`config.mk`:
```
export PLATFORM = sky130hd
export DESIGN_NAME = graph_traversal_components
export DESIGN_NICKNAME = d
export VERILOG_FILES = /design/src/gtc_pkg.sv /design/src/graph_traversal_components.sv /design/src/gtc_lanes.sv /design/src/gtc_merge.sv
export SDC_FILE = /design/constraint.sdc
export NUM_CORES = 1
export LEC_CHECK = 0
export BUFFER_PORTS_ARGS = -buffer_cell sky130_fd_sc_hd__buf_2
export CORE_MARGIN = 2
export CORE_UTILIZATION = 35
export CTS_CLUSTER_DIAMETER = 200
export DETAILED_ROUTE_END_ITERATION = 7
export RECOVER_POWER = 25
export SYNTH_ARGS = -nofsm -noshare
export SYNTH_HDL_FRONTEND = slang
export SYNTH_SLANG_ARGS = --single-unit
export TNS_END_PERCENT = 20
```
`constraint.sdc`:
```
create_clock -name clk -period 6 [get_ports clk]
set_clock_uncertainty 0.1 [all_clocks]
set_input_delay 1.2 -clock clk [delete_from_list [all_inputs] [get_ports clk]]
set_output_delay 1.2 -clock clk [all_outputs]
set_load 0.03 [all_outputs]
```
`src/gtc_pkg.sv`:
```
package gtc_pkg;

  // Width of one adjacency row and of the lane array.
  localparam int ROW_W   = 16;
  // Width of a node index and of a component number.
  localparam int NODE_W  = 4;
  // Width of the node and component counts.
  localparam int COUNT_W = 5;

  // Input item kinds.
  localparam logic KIND_LOAD = 1'b0;
  localparam logic KIND_RUN  = 1'b1;

  // Traversal orders.
  localparam logic ORDER_DFS = 1'b0;
  localparam logic ORDER_BFS = 1'b1;

  // Configuration register indexes.
  localparam logic CFG_NODE_COUNT = 1'b0;
  localparam logic CFG_ORDER      = 1'b1;

  // Outcome of the search across the lanes.
  typedef struct packed {
    logic              found;
    logic [NODE_W-1:0] idx;
  } lane_result_t;

endpackage

```
`src/graph_traversal_components.sv`:
```
// Connected-component traversal of a small graph held as an adjacency matrix.
// Input channel (in_*): a transfer with in_tuser = load writes one matrix row
// (in_tdata row_index and row_bits). A transfer
// with in_tuser = run traverses nodes 0 to node_count-1 and sends one result
// per node on the output channel (out_*), in discovery order, with its
// component number; the final result has out_tlast set and carries the
// component count and the connected flag. Every row in use must be loaded
// before a run.
// A run takes one traversal step per cycle unless the output register stalls:
// each node costs one step when it is discovered, and every node but the
// last to be discovered may cost one more when it leaves the stack or
// queue. The run ends with its final discovery, so it has at most
// 2 * node_count - 1 steps (31 at sixteen nodes). An accepted run sets the
// run state register, and its first result then enters the output register.
// Each step is one pass of the sixteen compare lanes and their priority merge
// over the current row word. in_tready is low while a run is in progress.
// Reset sets node_count to 16, picks depth-first order and empties the
// output register; the adjacency rows keep whatever they held.
module graph_traversal_components
  import gtc_pkg::*;
#(
  parameter int MAX_NODES = 16
) (
  input  logic        clk,
  input  logic        rst_n,
  // Configuration write port.
  input  logic        cfg_we,
  input  logic        cfg_index,
  input  logic [4:0]  cfg_wdata,
  // Input channel.
  input  logic        in_tvalid,
  output logic        in_tready,
  // Fields from bit 0: row_index[3:0], row_bits[19:4], zero padding[23:20].
  input  logic [23:0] in_tdata,
  // Fields from bit 0: kind[0].
  input  logic        in_tuser,
  // Result channel.
  output logic        out_tvalid,
  input  logic        out_tready,
  // Fields from bit 0: node[3:0], component[7:4], component_count[12:8],
  // connected[13], zero padding[15:14].
  output logic [15:0] out_tdata,
  // Fields from bit 0: starts_component[0].
  output logic        out_tuser,
  output logic        out_tlast
);

  // Rows that can ever be in use: bounded by the parameter and the row width.
  localparam int NROWS = (MAX_NODES < ROW_W) ? MAX_NODES : ROW_W;
  localparam int IDX_W = $clog2(NROWS);
  localparam int PTR_W = $clog2(NROWS + 1);

  localparam logic S_IDLE = 1'b0;
  localparam logic S_RUN  = 1'b1;

  // Configuration registers.
  logic [COUNT_W-1:0] node_count_r;
  logic               order_r;

  // Traversal state.
  logic                 state_r;
  logic [ROW_W-1:0]     adj_r [NROWS];
  logic [NODE_W-1:0]    wl_r [NROWS];
  logic [ROW_W-1:0]     visited_r;
  logic [PTR_W-1:0]     head_r, tail_r;
  logic [COUNT_W-1:0]   comp_r;
  logic [COUNT_W-1:0]   emit_cnt_r;

  // Output register.
  logic                 out_valid_r;
  logic [NODE_W-1:0]    out_node_r;
  logic [NODE_W-1:0]    out_comp_r;
  logic                 out_root_r;
  logic [COUNT_W-1:0]   out_count_r;
  logic                 out_conn_r;
  logic                 out_last_r;

  logic [COUNT_W-1:0]   n_act;
  logic                 in_fire;
  logic                 step_en;
  logic                 list_empty;
  logic [PTR_W-1:0]     front_ptr;
  logic [NODE_W-1:0]    front_node;
  logic [ROW_W-1:0]     scan_row;
  logic [ROW_W-1:0]     cand;
  lane_result_t         pick;
  logic                 emit;
  logic [COUNT_W-1:0]   comp_nxt;
  logic [COUNT_W-1:0]   emit_cnt_nxt;
  logic [NODE_W-1:0]    in_row_index;
  logic [ROW_W-1:0]     in_row_bits;

  assign in_row_index = in_tdata[3:0];
  assign in_row_bits  = in_tdata[19:4];

  // Node count in use: zero acts as one, and it never exceeds the row store.
  always_comb begin
    if (node_count_r == '0) begin
      n_act = COUNT_W'(1);
    end else if (node_count_r > COUNT_W'(NROWS)) begin
      n_act = COUNT_W'(NROWS);
    end else begin
      n_act = node_count_r;
    end
  end

  assign in_tready = (state_r == S_IDLE);
  assign in_fire   = in_tvalid && in_tready;
  // A step may produce a result, so it waits for a free output register.
  assign step_en   = (state_r == S_RUN) && (!out_valid_r || out_tready);

  // The work list is a stack (head fixed at zero) or a queue; either way it
  // is empty when head and tail meet.
  assign list_empty = (head_r == tail_r);
  assign front_ptr  = (order_r == ORDER_DFS) ? (tail_r - PTR_W'(1)) : head_r;
  assign front_node = wl_r[front_ptr[IDX_W-1:0]];

  // With an empty list the lanes search for the next root among all nodes.
  assign scan_row = list_empty ? {ROW_W{1'b1}} : adj_r[front_node[IDX_W-1:0]];

  gtc_lanes u_lanes (
    .row_bits (scan_row),
    .visited  (visited_r),
    .n_act    (n_act),
    .cand     (cand)
  );

  gtc_merge u_merge (
    .cand (cand),
    .res  (pick)
  );

  assign emit         = step_en && pick.found;
  assign comp_nxt     = list_empty ? (comp_r + COUNT_W'(1)) : comp_r;
  assign emit_cnt_nxt = emit_cnt_r + COUNT_W'(1);

  // Configuration and control state.
  always_ff @(posedge clk) begin
    if (!rst_n) begin
      node_count_r <= COUNT_W'(16);
      order_r      <= ORDER_DFS;
      state_r      <= S_IDLE;
      visited_r    <= '0;
      head_r       <= '0;
      tail_r       <= '0;
      comp_r       <= '0;
      emit_cnt_r   <= '0;
      out_valid_r  <= 1'b0;
    end else begin
      if (cfg_we) begin
        unique case (cfg_index)
          CFG_NODE_COUNT: node_count_r <= cfg_wdata;
          CFG_ORDER:      order_r      <= cfg_wdata[0];
          default:        ;
        endcase
      end

      // A result leaving without a new one behind it empties the register.
      if (out_valid_r && out_tready && !emit) begin
        out_valid_r <= 1'b0;
      end

      unique case (state_r)
        S_IDLE: begin
          if (in_fire && in_tuser == KIND_RUN) begin
            state_r    <= S_RUN;
            visited_r  <= '0;
            head_r     <= '0;
            tail_r     <= '0;
            comp_r     <= '0;
            emit_cnt_r <= '0;
          end
        end
        S_RUN: begin
          if (step_en) begin
            if (pick.found) begin
              visited_r[pick.idx] <= 1'b1;
              comp_r              <= comp_nxt;
              emit_cnt_r          <= emit_cnt_nxt;
              out_valid_r         <= 1'b1;
              if (list_empty) begin
                head_r <= '0;
                tail_r <= PTR_W'(1);
              end else begin
                tail_r <= tail_r + PTR_W'(1);
              end
              if (emit_cnt_nxt == n_act) begin
                state_r <= S_IDLE;
              end
            end else if (list_empty) begin
              // Nothing left to find; only reached if the count went astray.
              state_r <= S_IDLE;
            end else if (order_r == ORDER_DFS) begin
              tail_r <= tail_r - PTR_W'(1);
            end else begin
              head_r <= head_r + PTR_W'(1);
            end
          end
        end
        default: state_r <= S_IDLE;
      endcase
    end
  end

  // Row store and work list, and the result payload.
  always_ff @(posedge clk) begin
    if (in_fire && in_tuser == KIND_LOAD && (32'(in_row_index) < NROWS)) begin
      adj_r[in_row_index[IDX_W-1:0]] <= in_row_bits;
    end
    if (emit) begin
      if (list_empty) begin
        wl_r[0] <= pick.idx;
      end else begin
        wl_r[tail_r[IDX_W-1:0]] <= pick.idx;
      end
      out_node_r  <= pick.idx;
      out_comp_r  <= NODE_W'(comp_nxt - COUNT_W'(1));
      out_root_r  <= list_empty;
      out_last_r  <= (emit_cnt_nxt == n_act);
      out_count_r <= (emit_cnt_nxt == n_act) ? comp_nxt : '0;
      out_conn_r  <= (emit_cnt_nxt == n_act) && (comp_nxt == COUNT_W'(1));
    end
  end

  assign out_tvalid = out_valid_r;
  assign out_tdata  = {2'b00, out_conn_r, out_count_r, out_comp_r, out_node_r};
  assign out_tuser  = out_root_r;
  assign out_tlast  = out_last_r;

`ifndef NO_ASSERTIONS
  // A run never emits more results than there are nodes in use.
  a_emit_bound: assert property (@(posedge clk) disable iff (!rst_n)
    (state_r == S_RUN) |-> (emit_cnt_r < n_act))
    else $error("emitted count reached node count while running");

  // A node is only ever discovered once per run.
  a_fresh_node: assert property (@(posedge clk) disable iff (!rst_n)
    emit |-> !visited_r[pick.idx])
    else $error("node discovered twice");

  // The work list never grows past the row store.
  a_list_depth: assert property (@(posedge clk) disable iff (!rst_n)
    (tail_r <= PTR_W'(NROWS)) && (head_r <= tail_r))
    else $error("work list pointers out of range");

  // The final result of a run always reports at least one component.
  a_last_count: assert property (@(posedge clk) disable iff (!rst_n)
    (out_valid_r && out_last_r) |-> (out_count_r != '0))
    else $error("final result carries no component count");
`endif

endmodule

```
`src/gtc_lanes.sv`:
```
module gtc_lanes
  import gtc_pkg::*;
(
  input  logic [ROW_W-1:0]   row_bits,
  input  logic [ROW_W-1:0]   visited,
  input  logic [COUNT_W-1:0] n_act,
  output logic [ROW_W-1:0]   cand
);

  // Each lane looks at one node: an edge to it, not yet visited, and in use.
  always_comb begin
    for (int j = 0; j < ROW_W; j++) begin
      cand[j] = row_bits[j] && !visited[j] && (COUNT_W'(j) < n_act);
    end
  end

endmodule

```
`src/gtc_merge.sv`:
```
module gtc_merge
  import gtc_pkg::*;
(
  input  logic [ROW_W-1:0] cand,
  output lane_result_t     res
);

  // The lowest lane that found a candidate wins.
  always_comb begin
    res.found = 1'b0;
    res.idx   = '0;
    for (int j = ROW_W - 1; j >= 0; j--) begin
      if (cand[j]) begin
        res.found = 1'b1;
        res.idx   = NODE_W'(j);
      end
    end
  end

endmodule

```
Word level (Yosys, flattened, before mapping)
Memories as Yosys holds them, arrays and structs flattened.
Cells that the tools add are included.

word-level totals
  memories = 2
  RAM bits = 320
  logic and storage cells = 189
  output and inout bits = 20
  register bits after elaboration = 60
  bits of input ports = 36

memories
  memory  depth  width  read ports  clocked after memory_dff  wr ports  line                              source
  adj_r   16     16     1           0                         1         graph_traversal_components.sv:62  logic [ROW_W-1:0] adj_r [NROWS];
  wl_r    16     4      1           0                         1         graph_traversal_components.sv:63  logic [NODE_W-1:0] wl_r [NROWS];

cells by class
  reductions and logical operators = 67
  $lt $le $gt $ge = 19
  bitwise gates (word level) = 4
  eq/ne operators = 10
  $add $sub $neg = 6
  mux-type cells = 66

operators by type and width
  operator               number
  $mux W5                34
  $mux W16               4
  $logic_and A1 B1 Y1    41
  $lt A4 B5 Y1 const A   8
  $pmux W5 S2            4
  $pmux W16 S2           1
  $add A5 B1 Y5 const B  4
  $lt A3 B5 Y1 const A   4
  $logic_not A1 Y1       18
  $mux W1                18
  $or A16 B16 Y16        1
  $mux W4                3
  $eq A5 B5 Y1           2
  $lt A1 B5 Y1 const A   2
  $lt A2 B5 Y1 const A   2
  $ne A3 B2 Y1 const B   3
  $ne A2 B1 Y1 const B   3
  $eq A5 B1 Y1 const B   1
  $gt A5 B5 Y1 const B   1
  $logic_not A5 Y1       1
  $lt A4 B5 Y1 const B   1
  $reduce_and A5 Y1      1
  $sub A5 B1 Y5 const B  1
  $demux W1 S4           1
  other kinds (10)       13

Longest topological paths before layout
An unclocked memory read counts as a cell.

  word-level depth = 31
  gate-level depth with buffers = 24
  depth with buffers taken out = 16

Modules after synthesis
From an unflattened synthesis, not the netlist that was laid out.

unflattened totals
  cells, all modules = 1,126
  area, all modules = 16,218.1 um^2

by module, submodules not included
  module                      seq. area each (um^2)  times used  cells each  area each (um^2)
  graph_traversal_components  10,970.5               1           1,047       15,708.8
  gtc_lanes                   0.0                    1           45          334.1
  gtc_merge                   0.0                    1           34          175.2

Worst setup path after synthesis
OpenSTA, ideal clock, no wires.

  kind = register to register
  start = reg tail_r[0]
  end = mem wl_r[11][0], enable pin
  data arrival time = 4,608 ps
  data required time = 5,523 ps
  stages on the path, launching flop included = 23
  library setup time = 377 ps
  clock period less this slack = 5,085 ps
  path slack = 915 ps
  path buffers = 7
  cell sequence = dfxtp_1 buf_6 inv_1 ha_1 nor2b_1 buf_2 a22o_2 a221oi_4 o22a_2 mux2_4 buf_6 buf_12 buf_6 buf_6 nand2_1 nand3_1 a21oi_1 nor4_1 nor3_1 buf_2 nand3_2 nand2_1 nor4_1

on the way
  cells in the longest elaborated chain, start to end = 28
  elaborated cells on any way between the ends = 64
  those cells by class = add/sub (1); eq/ne (1); mux (26); reduce/logical (34); memory (2)

ends and longest elaborated chain
  item                                          line                               source
  start, declared                               graph_traversal_components.sv:65   logic [PTR_W-1:0] head_r, tail_r;
  start signal, assigned                        graph_traversal_components.sv:185  tail_r <= tail_r + PTR_W'(1);
  start signal, assigned                        graph_traversal_components.sv:194  tail_r <= tail_r - PTR_W'(1);
  $sub A5 B1 Y5                                 n/a
  $mux W4                                       graph_traversal_components.sv:115  assign front_ptr = (order_r == ORDER_DFS) ? (tail_r - PTR_W'(1)) : head_r;
  $mem_v2 Z16 W4                                n/a
  $mem_v2 Z16 W16                               n/a
  $mux W16                                      graph_traversal_components.sv:119  assign scan_row = list_empty ? {ROW_W{1'b1}} : adj_r[front_node[IDX_W-1:0]];
  $logic_and A1 B1 Y1 (2 in series)             gtc_lanes.sv:13                    cand[j] = row_bits[j] && !visited[j] && (COUNT_W'(j) < n_act);
  $mux W5 (16 in series)                        gtc_merge.sv:13                    if (cand[j]) begin
  $logic_and A1 B1 Y1                           graph_traversal_components.sv:133  assign emit = step_en && pick.found;
  $mux W1                                       graph_traversal_components.sv:210  if (emit) begin
  $mux W1 (not written as such)                 graph_traversal_components.sv:214  wl_r[tail_r[IDX_W-1:0]] <= pick.idx;
  $reduce_or A4 Y1 (no line)                    n/a
  $mux W4 (no line) or $mux W1 (tied branches)  n/a
  end, declared                                 graph_traversal_components.sv:63

Several ways; a longest one is shown, not always the timed one.

Worst setup path after layout
  start = reg tail_r[1]
  end = reg head_r[4]

on the way
  cells in the longest elaborated chain, start to end = 26
  elaborated cells on any way between the ends = 61
  those cells by class = add/sub (1); eq/ne (4); mux (21); reduce/logical (33); memory (2)

ends and longest elaborated chain
  item                               line                               source
  $sub A5 B1 Y5                      n/a
  $mux W4                            graph_traversal_components.sv:115
  $mem_v2 Z16 W4                     n/a
  $mem_v2 Z16 W16                    n/a
  $mux W16                           graph_traversal_components.sv:119
  $logic_and A1 B1 Y1 (2 in series)  gtc_lanes.sv:13
  $mux W5 (16 in series)             gtc_merge.sv:13
  $mux W5                            graph_traversal_components.sv:176  if (pick.found) begin
  $mux W5                            graph_traversal_components.sv:175  if (step_en) begin
  $pmux W5 S2                        graph_traversal_components.sv:163  unique case (state_r)
  end signal, assigned               graph_traversal_components.sv:196  head_r <= head_r + PTR_W'(1);
  end, declared                      graph_traversal_components.sv:65

Several ways; a longest one is shown, not always the timed one. The select of a mux whose other input is x is not followed.
A chain may end at the register's enable or synchronous reset.

==> impl_metrics.env <==
export IMPL_cts_tree="built"
export IMPL_drive_gt1_share_pct=16.4
export IMPL_finalHoldViolCount=0
export IMPL_grt_ovfl_total=0
export IMPL_synth_most_common_cell="edfxtp_1"
export IMPL_synth_edf_count=336
export IMPL_holdBufCountCts=0
export IMPL_wl_per_cell_um=22.3
export IMPL_dp_slack_ns=0.299
export IMPL_min_path_type="register to register"
export IMPL_worst_pin_slew_ns=0.866
export IMPL_power_density_nw_per_um2=321
export IMPL_syn_area_um2=17600
export IMPL_die_area_um2=52100
export IMPL_die_w_um=228
export IMPL_first_pass_iters=5
export IMPL_slew_viol_final=0
export IMPL_diodes=0
export IMPL_htree_levels=2
export IMPL_numCtsBuffers=40
export IMPL_root_buffer="clkbuf_16"
export IMPL_fmax_ghz=0.175
export IMPL_setup_viol=0
export IMPL_route_detailed_drc=0
export IMPL_clk_latency_ns=0.56
export IMPL_grt_pass1_wl_mm=72.9
export IMPL_drtAntennaViolNets=0
export IMPL_synth_common_cells="edfxtp_1, nand2_1, mux2i_1"
export IMPL_post_route_period_util_pct=95.0
export IMPL_synth_area_leaders="edfxtp_1, mux2i_1, dfxtp_1"
export IMPL_start_util_pct=35.3
export IMPL_yosys_warnings=0
export IMPL_clk_pin_slew_worst_paths_ns=0.06
export IMPL_rsz0062_at_grt="false"
export IMPL_core_um2=49900
export IMPL_synthCells=1379
export IMPL_grt_pass1_vias=11700
export IMPL_grt_usage_pct=18.1
export IMPL_gp_congestion=0.897
export IMPL_drv_cap=0
export IMPL_synth_avg_cell_area_um2=12.8
export IMPL_wl_mm=48.0
export IMPL_clock_path_buffers=3
export IMPL_ctsResizeCount=0
export IMPL_leakagePower_nw=6.87
export IMPL_whs_ns=0.367
export IMPL_clkSinkCount=380
export IMPL_synth_distinct_cells=91
export IMPL_cp_max_fo=9
export IMPL_cts_setup_buffers=0
export IMPL_crit_type="register to register"
export IMPL_post_drt_via_cell_ratio=5.63
export IMPL_utilization_pct=40.1
export IMPL_drtIter0Drc=1075
export IMPL_slew_headroom_pct=42.2
export IMPL_die_h_um=228
export IMPL_synthArstFlopShare_pct=0
export IMPL_nets=1497
export IMPL_place_hpwl_mm=30.2
export IMPL_rows=82
export IMPL_synth_main_ff_cell="edfxtp_1"
export IMPL_ys_seq_elements=380
export IMPL_peakVddDrop_uv=198
export IMPL_io_pins=56
export IMPL_yosys_area_top_type="edfxtp_1"
export IMPL_final_setup_worst_slack_ns=0.301
export IMPL_antenna_found_initial=0
export IMPL_synth_seq_area_share_pct=62.4
export IMPL_yosys_area_top_type_share_pct=57.4
export IMPL_status="completed"
export IMPL_area_growth_pct=13.8
export IMPL_crit_required_ns=6.38
export IMPL_io_buffers=49
export IMPL_vias=12100
export IMPL_arrival_ns=6.08
export IMPL_grt_max_degree=61
export IMPL_start_kind="register"
export IMPL_end_kind="register"
export IMPL_setup_tns_ns=0
export IMPL_final_min_clock_period_ns=5.70
==> power by group <==
part	leakage, nW	total (mW)	internal (mW)	switching [mW]
Clock	0.588	2.34	1.32	1.02
Combinational	2.81	1.15	0.409	0.743
Sequential	3.47	2.94	2.92	0.0207
Total	6.87	6.43	4.65	1.78
==> logic make-up after synthesis <==
kind of cell | share of synthesized area, %
adders and majority gates | 0.498
muxes | 7.70
DFF | 62.4
xor gates and xnor gates | 0.946
buffers and inverters | 3.97
other | 0.0213
and+or+nand+nor | 12.0
AOI/OAI and AO/OA | 12.5
==> through the flow <==
step	instances	power (mW)	cell area, µm²
after global placement	2084	4.12	18800
after CTS	2155	6.46	20000
after global routing	2155	6.67	20000
after detailed placement	2084	4.14	18800
after floorplan	1380	3.78	17600
final	2155	6.43	20000
==> worst max-delay path, cell delays in order, from the launching register on <==
cell	delay, ns
dfxtp_1	0.34
inv_1	0.07
ha_1	0.34
nor2b_1	0.17
buf_4	0.21
nor2_2	0.36
a211oi_1	0.16
a311o_1	0.36
a32o_1	0.33
nor2_2	0.36
nand2_1	0.41
o22ai_1	0.48
nor4_1	0.18
or4_1	0.79
o41a_1	0.54
a21oi_1	0.19
mux2i_1	0.21
==> layer usage <==
layer | up-vias | track usage (%) | share of wire, %
met5 | - | 0 | 0
met4 | 0 | 5.66 | 3.2
met3 | 103 | 2.90 | 7.1
met2 | 502 | 29.1 | 47
met1 | 6029 | 25.2 | 43
li1 | 5492 | - | -
==> final timing paths <==
kind,startpoint,depth (start not counted),end,slack [ns]
hold / removal,visited_r[14],2,visited_r[14],0.37
hold reg to reg,visited_r[14],2,visited_r[14],0.37
setup reg to reg,tail_r[1],16,head_r[4],0.30
setup / recovery,tail_r[1],16,head_r[4],0.30
==> cell usage in the layout (no fill, tap or decap), drive strengths merged, types with 8 or more instances in the layout <==
| cell type | count |
|---|---|
| edfxtp | 336 |
| nand2 | 157 |
| buf | 112 |
| mux2i | 90 |
| nor2 | 70 |
| a21oi | 67 |
| clkbuf | 65 |
| o211ai | 63 |
| nand3 | 54 |
| dfxtp | 44 |
| inv | 35 |
| nand2b | 30 |
| o21ai | 27 |
| nor4 | 25 |
| nand4 | 21 |
| nor3 | 21 |
| o221ai | 19 |
| mux2 | 18 |
| clkinv | 16 |
| o22ai | 12 |
| o31ai | 12 |
| mux4 | 11 |
| a32o | 11 |
| a31oi | 11 |
| or4 | 11 |
| xnor2 | 10 |
| a22o | 10 |
| a22oi | 10 |
| xor2 | 9 |
| nor2b | 8 |
==> flip-flops by register name, summed over array words and instances, names as in the netlist <==
register,cells
out_conn_r,1
tail_r,5
out_count_r,5
out_tvalid,1
head_r,5
emit_cnt_r,5
order_r,1
visited_r,16
out_tuser,1
adj_r,256
node_count_r,5
comp_r,5
out_node_r,4
out_comp_r,4
state_r,1
wl_r,64
out_tlast,1
==> cell type report <==
cell class	instances	area [µm²]
Inverter	34	128
Fill cell	4706	29800
Clock buffer	52	1050
Timing Repair Buffer	125	850
Sequential cell	380	11000
Clock inverter	19	163
Tap cell	672	841
Multi-Input combinational cell	873	6020
(Power assumes the default switching activity.)
